$ cat src/rtl/xsk_pkg.sv
// ----------------------------------------------------------------------------
// XSalsa20 keystream package
// Shared types, constants and quarter-round index tables for the keystream
// generator.
// ----------------------------------------------------------------------------
`default_nettype none

package xsk_pkg;

	localparam int NUM_CELLS = 10;

	localparam logic [2:0] PH_FIRST = 3'd0;

	localparam logic [6:0] BLOCK_BYTES = 7'd64;

	localparam logic [2:0] CFG_KEY_0   = 3'd0;
	localparam logic [2:0] CFG_KEY_1   = 3'd1;
	localparam logic [2:0] CFG_KEY_2   = 3'd2;
	localparam logic [2:0] CFG_KEY_3   = 3'd3;
	localparam logic [2:0] CFG_NONCE_0 = 3'd4;
	localparam logic [2:0] CFG_NONCE_1 = 3'd5;
	localparam logic [2:0] CFG_NONCE_2 = 3'd6;

	// "expand 32-byte k"
	localparam logic [31:0] SIGMA_0 = 32'h61707865;
	localparam logic [31:0] SIGMA_1 = 32'h3320646e;
	localparam logic [31:0] SIGMA_2 = 32'h79622d32;
	localparam logic [31:0] SIGMA_3 = 32'h6b206574;

	typedef logic [15:0][31:0] state_t;

	typedef struct packed {
		logic        op;
		logic [6:0]  byte_count;
	} in_beat_t;

	typedef struct packed {
		logic [63:0] keystream_word;
		logic [2:0]  word_index;
		logic [3:0]  valid_bytes;
		logic        last;
	} out_beat_t;

	// Token that travels with a state through the chain.
	typedef struct packed {
		logic        valid;
		logic        derive;
		logic [6:0]  n;
		logic [63:0] ctr;
	} tag_t;

	// Word indices {a, b, c, d} of quarter q in a column or row round.
	function automatic logic [15:0] qr_idx(input logic row, input logic [1:0] q);
		logic [15:0] r;
		unique case ({row, q})
			3'b000: r = {4'd0, 4'd4, 4'd8, 4'd12};
			3'b001: r = {4'd5, 4'd9, 4'd13, 4'd1};
			3'b010: r = {4'd10, 4'd14, 4'd2, 4'd6};
			3'b011: r = {4'd15, 4'd3, 4'd7, 4'd11};
			3'b100: r = {4'd0, 4'd1, 4'd2, 4'd3};
			3'b101: r = {4'd5, 4'd6, 4'd7, 4'd4};
			3'b110: r = {4'd10, 4'd11, 4'd8, 4'd9};
			default: r = {4'd15, 4'd12, 4'd13, 4'd14};
		endcase
		return r;
	endfunction

endpackage

`default_nettype wire

$ cat src/rtl/xsk_emit.sv
// ----------------------------------------------------------------------------
// XSalsa20 keystream word emitter
// Holds one finished block and sends it as 64-bit beats, masking the tail.
// ----------------------------------------------------------------------------
`default_nettype none

module xsk_emit (
	input  logic               clk,
	input  logic               arst_n,
	input  logic               load,
	input  xsk_pkg::state_t    blk,
	input  logic [6:0]         n,
	output logic               free,
	output logic               out_valid,
	input  logic               out_ready,
	output xsk_pkg::out_beat_t out_data
);

	xsk_pkg::state_t blk_q;
	logic [6:0]      n_q;
	logic [2:0]      idx_q;
	logic            valid_q;
	logic [6:0]      nm1;
	logic [2:0]      words_m1;
	logic            last;
	logic [6:0]      rem;
	logic [3:0]      vb;
	logic [63:0]     word;
	logic [63:0]     masked;

	assign nm1      = n_q - 7'd1;
	assign words_m1 = nm1[5:3];
	assign last     = (idx_q == words_m1);
	assign rem      = n_q - {1'b0, idx_q, 3'b000};
	assign vb       = last ? rem[3:0] : 4'd8;
	assign word     = {blk_q[{idx_q, 1'b1}], blk_q[{idx_q, 1'b0}]};

	always_comb begin
		for (int b = 0; b < 8; b++) begin
			masked[8*b +: 8] = (4'(b) < vb) ? word[8*b +: 8] : 8'h00;
		end
	end

	assign free      = !valid_q || (out_ready && last);
	assign out_valid = valid_q;

	always_comb begin
		out_data.keystream_word = masked;
		out_data.word_index     = idx_q;
		out_data.valid_bytes    = vb;
		out_data.last           = last;
	end

	always_ff @(posedge clk) begin
		if (load) begin
			blk_q <= blk;
		end
	end

	always_ff @(posedge clk or negedge arst_n) begin
		if (!arst_n) begin
			valid_q <= 1'b0;
			idx_q   <= '0;
			n_q     <= '0;
		end else if (load) begin
			valid_q <= 1'b1;
			idx_q   <= '0;
			n_q     <= n;
		end else if (valid_q && out_ready) begin
			if (last) begin
				valid_q <= 1'b0;
			end else begin
				idx_q <= idx_q + 3'd1;
			end
		end
	end

endmodule

`default_nettype wire

$ cat config.mk
export PLATFORM = sky130hd
export DESIGN_NAME = xsk_emit
export DESIGN_NICKNAME = d
export VERILOG_FILES = /design/src/rtl/xsk_pkg.sv /design/src/rtl/xsk_emit.sv
export SDC_FILE = /design/constraint.sdc
export NUM_CORES = 1
export LEC_CHECK = 0
export ABC_AREA = 1
export BUFFER_PORTS_ARGS = -buffer_cell sky130_fd_sc_hd__buf_4
export CELL_PAD_IN_SITES_DETAIL_PLACEMENT = 1
export CELL_PAD_IN_SITES_GLOBAL_PLACEMENT = 2
export CORE_UTILIZATION = 37
export CTS_CLUSTER_SIZE = 10
export DETAILED_ROUTE_END_ITERATION = 7
export PLACE_DENSITY_LB_ADDON = 0.3
export SLEW_MARGIN = 20
export SYNTH_ARGS = -nofsm -noshare
export SYNTH_HDL_FRONTEND = slang
export SYNTH_SLANG_ARGS = --single-unit
$ cat constraint.sdc
create_clock -name clk -period 4.2 [get_ports clk]
set_input_delay 1.05 -clock clk [delete_from_list [all_inputs] [get_ports clk]]
set_output_delay 1.05 -clock clk [all_outputs]
set_load 0.005 [all_outputs]
# [Word level (Yosys, flattened, before mapping)]
# Cells that the tools add are included.
[word_totals] ff_bits=522 out_inout_bits=74 inputBits=523
[op_classes] mux=19 eq_ne=2 order_cmp=10 addsub=3 n_reduce_logical=8
[op_table] operator="32-bit binary-select mux with 3-bit select" count=2
[op_table] operator="32-bit two-way mux" count=2
[op_table] operator="8-bit two-way mux" count=8
[op_table] operator="3-bit by 4-bit < comparator with 1-bit output, first input constant" count=4
[op_table] operator="4-bit by 5-bit < comparator with 1-bit output, second input constant" count=2
[op_table] operator="3-bit two-way mux" count=3
[op_table] operator="1-bit by 4-bit < comparator with 1-bit output, first input constant" count=2
[op_table] operator="2-bit by 4-bit < comparator with 1-bit output, first input constant" count=2
[op_table] operator="6-bit by 1-bit subtractor with 6-bit output, second input constant" count=1
[op_table] operator="4-bit two-way mux" count=1
[op_table] operator="2-bit AND reduction" count=2
[op_table] operator="2-bit nonzero test" count=2
[op_table] operator="4-bit subtractor" count=1
[op_table] operator="3-bit by 1-bit adder with 3-bit output, second input constant" count=1
[op_table] operator="3-bit equality test" count=1
[op_table] operator="1-bit two-way mux" count=3
[op_table] operator="1-bit logical AND" count=2
[op_table] operator="2-bit != test, second input constant" count=1
[op_table] operator="1-bit logical NOT" count=1
[op_table] operator="1-bit logical OR" count=1

# [Logic depth before layout (Yosys ltp)]
[logic_depth] ltp_word=5 ltp_mapped=11 mapped_depth_nobuf=11

# [Worst setup path after synthesis]
# No wires, ideal clock.
[synth_timing] path_type="register -> output" start="register idx_q[0]" end="output port out_data[21] (netlist name)" path_buffers=3 stages_incl_launch_ff=10 path_slack_ps=1559 arrival_time_ps=1591 required_time_ps=3150 cell_sequence="dfrtp_1 > buf_2 > clkinv_1 > buf_2 > buf_1 > nand2_1 > a32o_1 > nand2_1 > o21ai_0 > nor2_1"
[synth_rtl] item="start, declared" line_no="xsk_emit.sv:21" text="logic [2:0] idx_q;"
[synth_rtl] item="start signal, assigned" line_no="xsk_emit.sv:73" text="idx_q <= idx_q + 3'd1;"
[synth_rtl] item="end, declared" line_no="xsk_emit.sv:16" text="output xsk_pkg::out_beat_t out_data"

==> results.cfg <==
[worst_setup_path]
crit_path_cell_trace = buf_4 -> a21oi_1 -> a32o_1 -> nand2_1 -> o21ai_0 -> nor2_1 -> buf_4
cp.arrival_ns = 2.90
crit_path_max_fanout = 84
r2r_setup_slack_ns = 2.34
required_ns = 3.15
critPathKind = reg2out
endpoint_kind = primary output
cpPeakStageDelay_ns = 0.75
start_kind = flop
cpMostUsedCell = buf_4
cp_slowest_cell = buf_4

[clocking]
clkSlewWorstSetupHoldPaths_ns = 0.06
htreeDepth = 2
postCtsResizedCells = 0
cts_root_buffer = clkbuf_16
cts_tree = built
holdBufCountCts = 0
clk_path_buf_depth = 3
cts_setup_buffers = 0
clock-sinks = 522
numCtsBuffers = 60
clock_latency_ns = 0.62

[place]
place_hpwl_um = 46920
port_buffers = 595
placed_cell_area_mm2 = 0.02603
placed_cells = 2838
gp_congestion = 0.8332

[drt]
remaining_drc_errors = 0
dr.pass1.iters = 4
wire_per_inst_um = 23.12
routed_wl_um = 68010
via_per_inst = 5.081
antenna_left = 0
drt_iter0_markers = 822
vias = 14947

[floorplanning]
chipHeight_um = 238.1
coreArea_mm2 = 0.05509
dieArea_mm2 = 0.05670
row_count = 86
pin_count = 597
start_util = 0.3745
dieWidth_um = 238.1

[grt]
gr-usage-all-layers = 0.2332
grt_start_max_net_pins = 117
grt_overflow_total = 0
grt_pass1_wl_um = 97660
antenna_found_initial = 15
first_global_vias = 15850

[sta]
worst-slew-pin-transition_ns = 1.032
maxSlewViolCount = 0
skew_ns = 0.009138
tns_ns = 0
setup_violations = 0
clock.fmax_ghz = 0.2532
period_share = 0.9403
maxSlewHeadroom = 0.3121
rsz0062_at_grt = false
hold_viol_final = 0
min_period_ns = 3.949
hold-worst-slack_ns = 0.2558

[power_and_ir_drop]
power.density_mw_per_mm2 = 571.2
leakagePower_nw = 11.21
ir_drop_uv = 422.2
power_w = 0.01586

[synth]
synth-seq-cells = 522
ys_warn_count = 0
syn_nets = 2095
netlist_instances = 1571
syn_avg_cell_area_um2 = 13.13
netlist_area_mm2 = 0.02063
ys_seq_area_frac = 0.7574
yosysUniqueCellTypes = 33

[status]
status = complete, no violations

[final_layout]
syn_to_final_growth_pct = 34.57
finalInstanceArea_mm2 = 0.02776
layout-drive-gt1-share = 0.3228
final_cells = 2942
fillCellCount = 5765
final_nets = 2677

[job]
maxCapViolations = 0

[min_path]
min_path_type = in2async
## final cells by class
cell class | count | area, µm² | area share
tap | 748 | 935.9 | 0.03371
clock inverter | 8 | 67.56 | 0.002434
sequential | 522 | 15630 | 0.5631
multi-input combinational | 901 | 4427 | 0.1595
antenna | 13 | 32.53 | 0.001172
inverter | 46 | 185.2 | 0.006670
timing repair buffer | 622 | 4865 | 0.1752
clock buffer | 82 | 1615 | 0.05818
## sequential cells by signal, indices dropped and copies added (netlist names)
signal / cells
out_valid: 1
idx_q: 3
blk_q: 512
n_q: 6
## logic make-up after synthesis
kind of cell               share of synthesized area
AOI/OAI and AO/OA                             0.1116
xor gates and xnor gates                    0.002487
adders and majority gates                  0.0006064
buffers and inverters                        0.02802
DFF                                           0.7574
and+or+nand+nor                              0.09989
## where the power goes
part	switching, W	internal, W	total (W)
logic	0.00282	0.00196	0.00479
registers	0.000166	0.00620	0.00636
clock network	0.00202	0.00269	0.00471
## per-stage QoR
stage          setup slack (ns)    util
2_1_floorplan             1.559       -
3_3_place_gp             0.9142  0.4724
3_5_place_dp             0.8111  0.4724
4_1_cts                  0.1246  0.5030
5_1_grt                  0.1236  0.5039
6_report                 0.2505  0.5039
## metal layers
metal | global-route usage | up-vias | part of all wire
li1 | - | 6904 | -
met3 | 0.07138 | 132 | 0.077
met2 | 0.4088 | 484 | 0.51
met1 | 0.2628 | 7423 | 0.37
met4 | 0.09674 | 4 | 0.037
met5 | 0 | - | 0.00035
## cells in the mapped netlist
cell type    n  share of area
nor2_2       2        0.00061
clkbuf_1    68          0.012
o21ai_0     78          0.019
o22ai_1     13         0.0039
xor2_1       3         0.0013
nand3_2      2        0.00097
a21oi_4      1        0.00079
inv_2        1        0.00018
xnor2_2      1        0.00079
o2111ai_1    1        0.00042
nand3_1     29         0.0070
a21boi_1     1        0.00036
dfrtp_1     10          0.012
a22oi_1     37          0.013
edfxtp_1   512           0.75
buf_4        1        0.00036
nand4_1      5         0.0015
o221ai_1     7         0.0030
buf_1       18         0.0033
o31ai_1     21         0.0076
nor2_4       1        0.00055
o21ai_1      2        0.00049
nor2_1     111          0.020
buf_2       15         0.0036
o211ai_1    16         0.0058
nand2_1    376          0.068
ha_1         1        0.00061
xnor2_1      1        0.00042
clkinv_1     2        0.00036
inv_1       43         0.0078
nand2_2      2        0.00061
a21oi_1    146          0.035
a32o_1      44          0.021
## cells in the final DEF, fill, tap and decap left out, drive strengths merged
cell type / Yosys / final
a21boi: 1 / 1
a21oi: 147 / 147
a22oi: 37 / 37
a32o: 44 / 44
buf: 34 / 622
bufinv: 0 / 1
clkbuf: 68 / 82
clkinv: 2 / 5
dfrtp: 10 / 10
diode: 0 / 13
edfxtp: 512 / 512
ha: 1 / 1
inv: 44 / 48
nand2: 378 / 378
nand3: 31 / 31
nand4: 5 / 5
nor2: 114 / 114
o2111ai: 1 / 1
o211ai: 16 / 16
o21ai: 80 / 80
o221ai: 7 / 7
o22ai: 13 / 13
o31ai: 21 / 21
xnor2: 2 / 2
xor2: 3 / 3
## critical path, delay by kind of cell (launching register included)
| family | cells | cell delay (ns) |
|---|---|---|
| compound gates | 3 | 0.57 |
| buf+inv | 2 | 0.90 |
| flops | 1 | 0.51 |
| simple gates | 2 | 0.20 |
## path summary, 6_finish.rpt
check | startpoint | to | cells after the start
min reg2reg | n_q[5]$_DFFE_PN0P_ | n_q[5]$_DFFE_PN0P_ | 2
min in group clk | n_q[5]$_DFFE_PN0P_ | n_q[5]$_DFFE_PN0P_ | 2
max reg2reg | n_q[1]$_DFFE_PN0P_ | idx_q[0]$_DFFE_PN0P_ | 9
max | idx_q[0]$_DFFE_PN0P_ | out_data[47] | 7
min | arst_n | n_q[4]$_DFFE_PN0P_ | 1
max in group asynchronous | arst_n | idx_q[0]$_DFFE_PN0P_ | 1
Power figures use the tool's default switching activity.
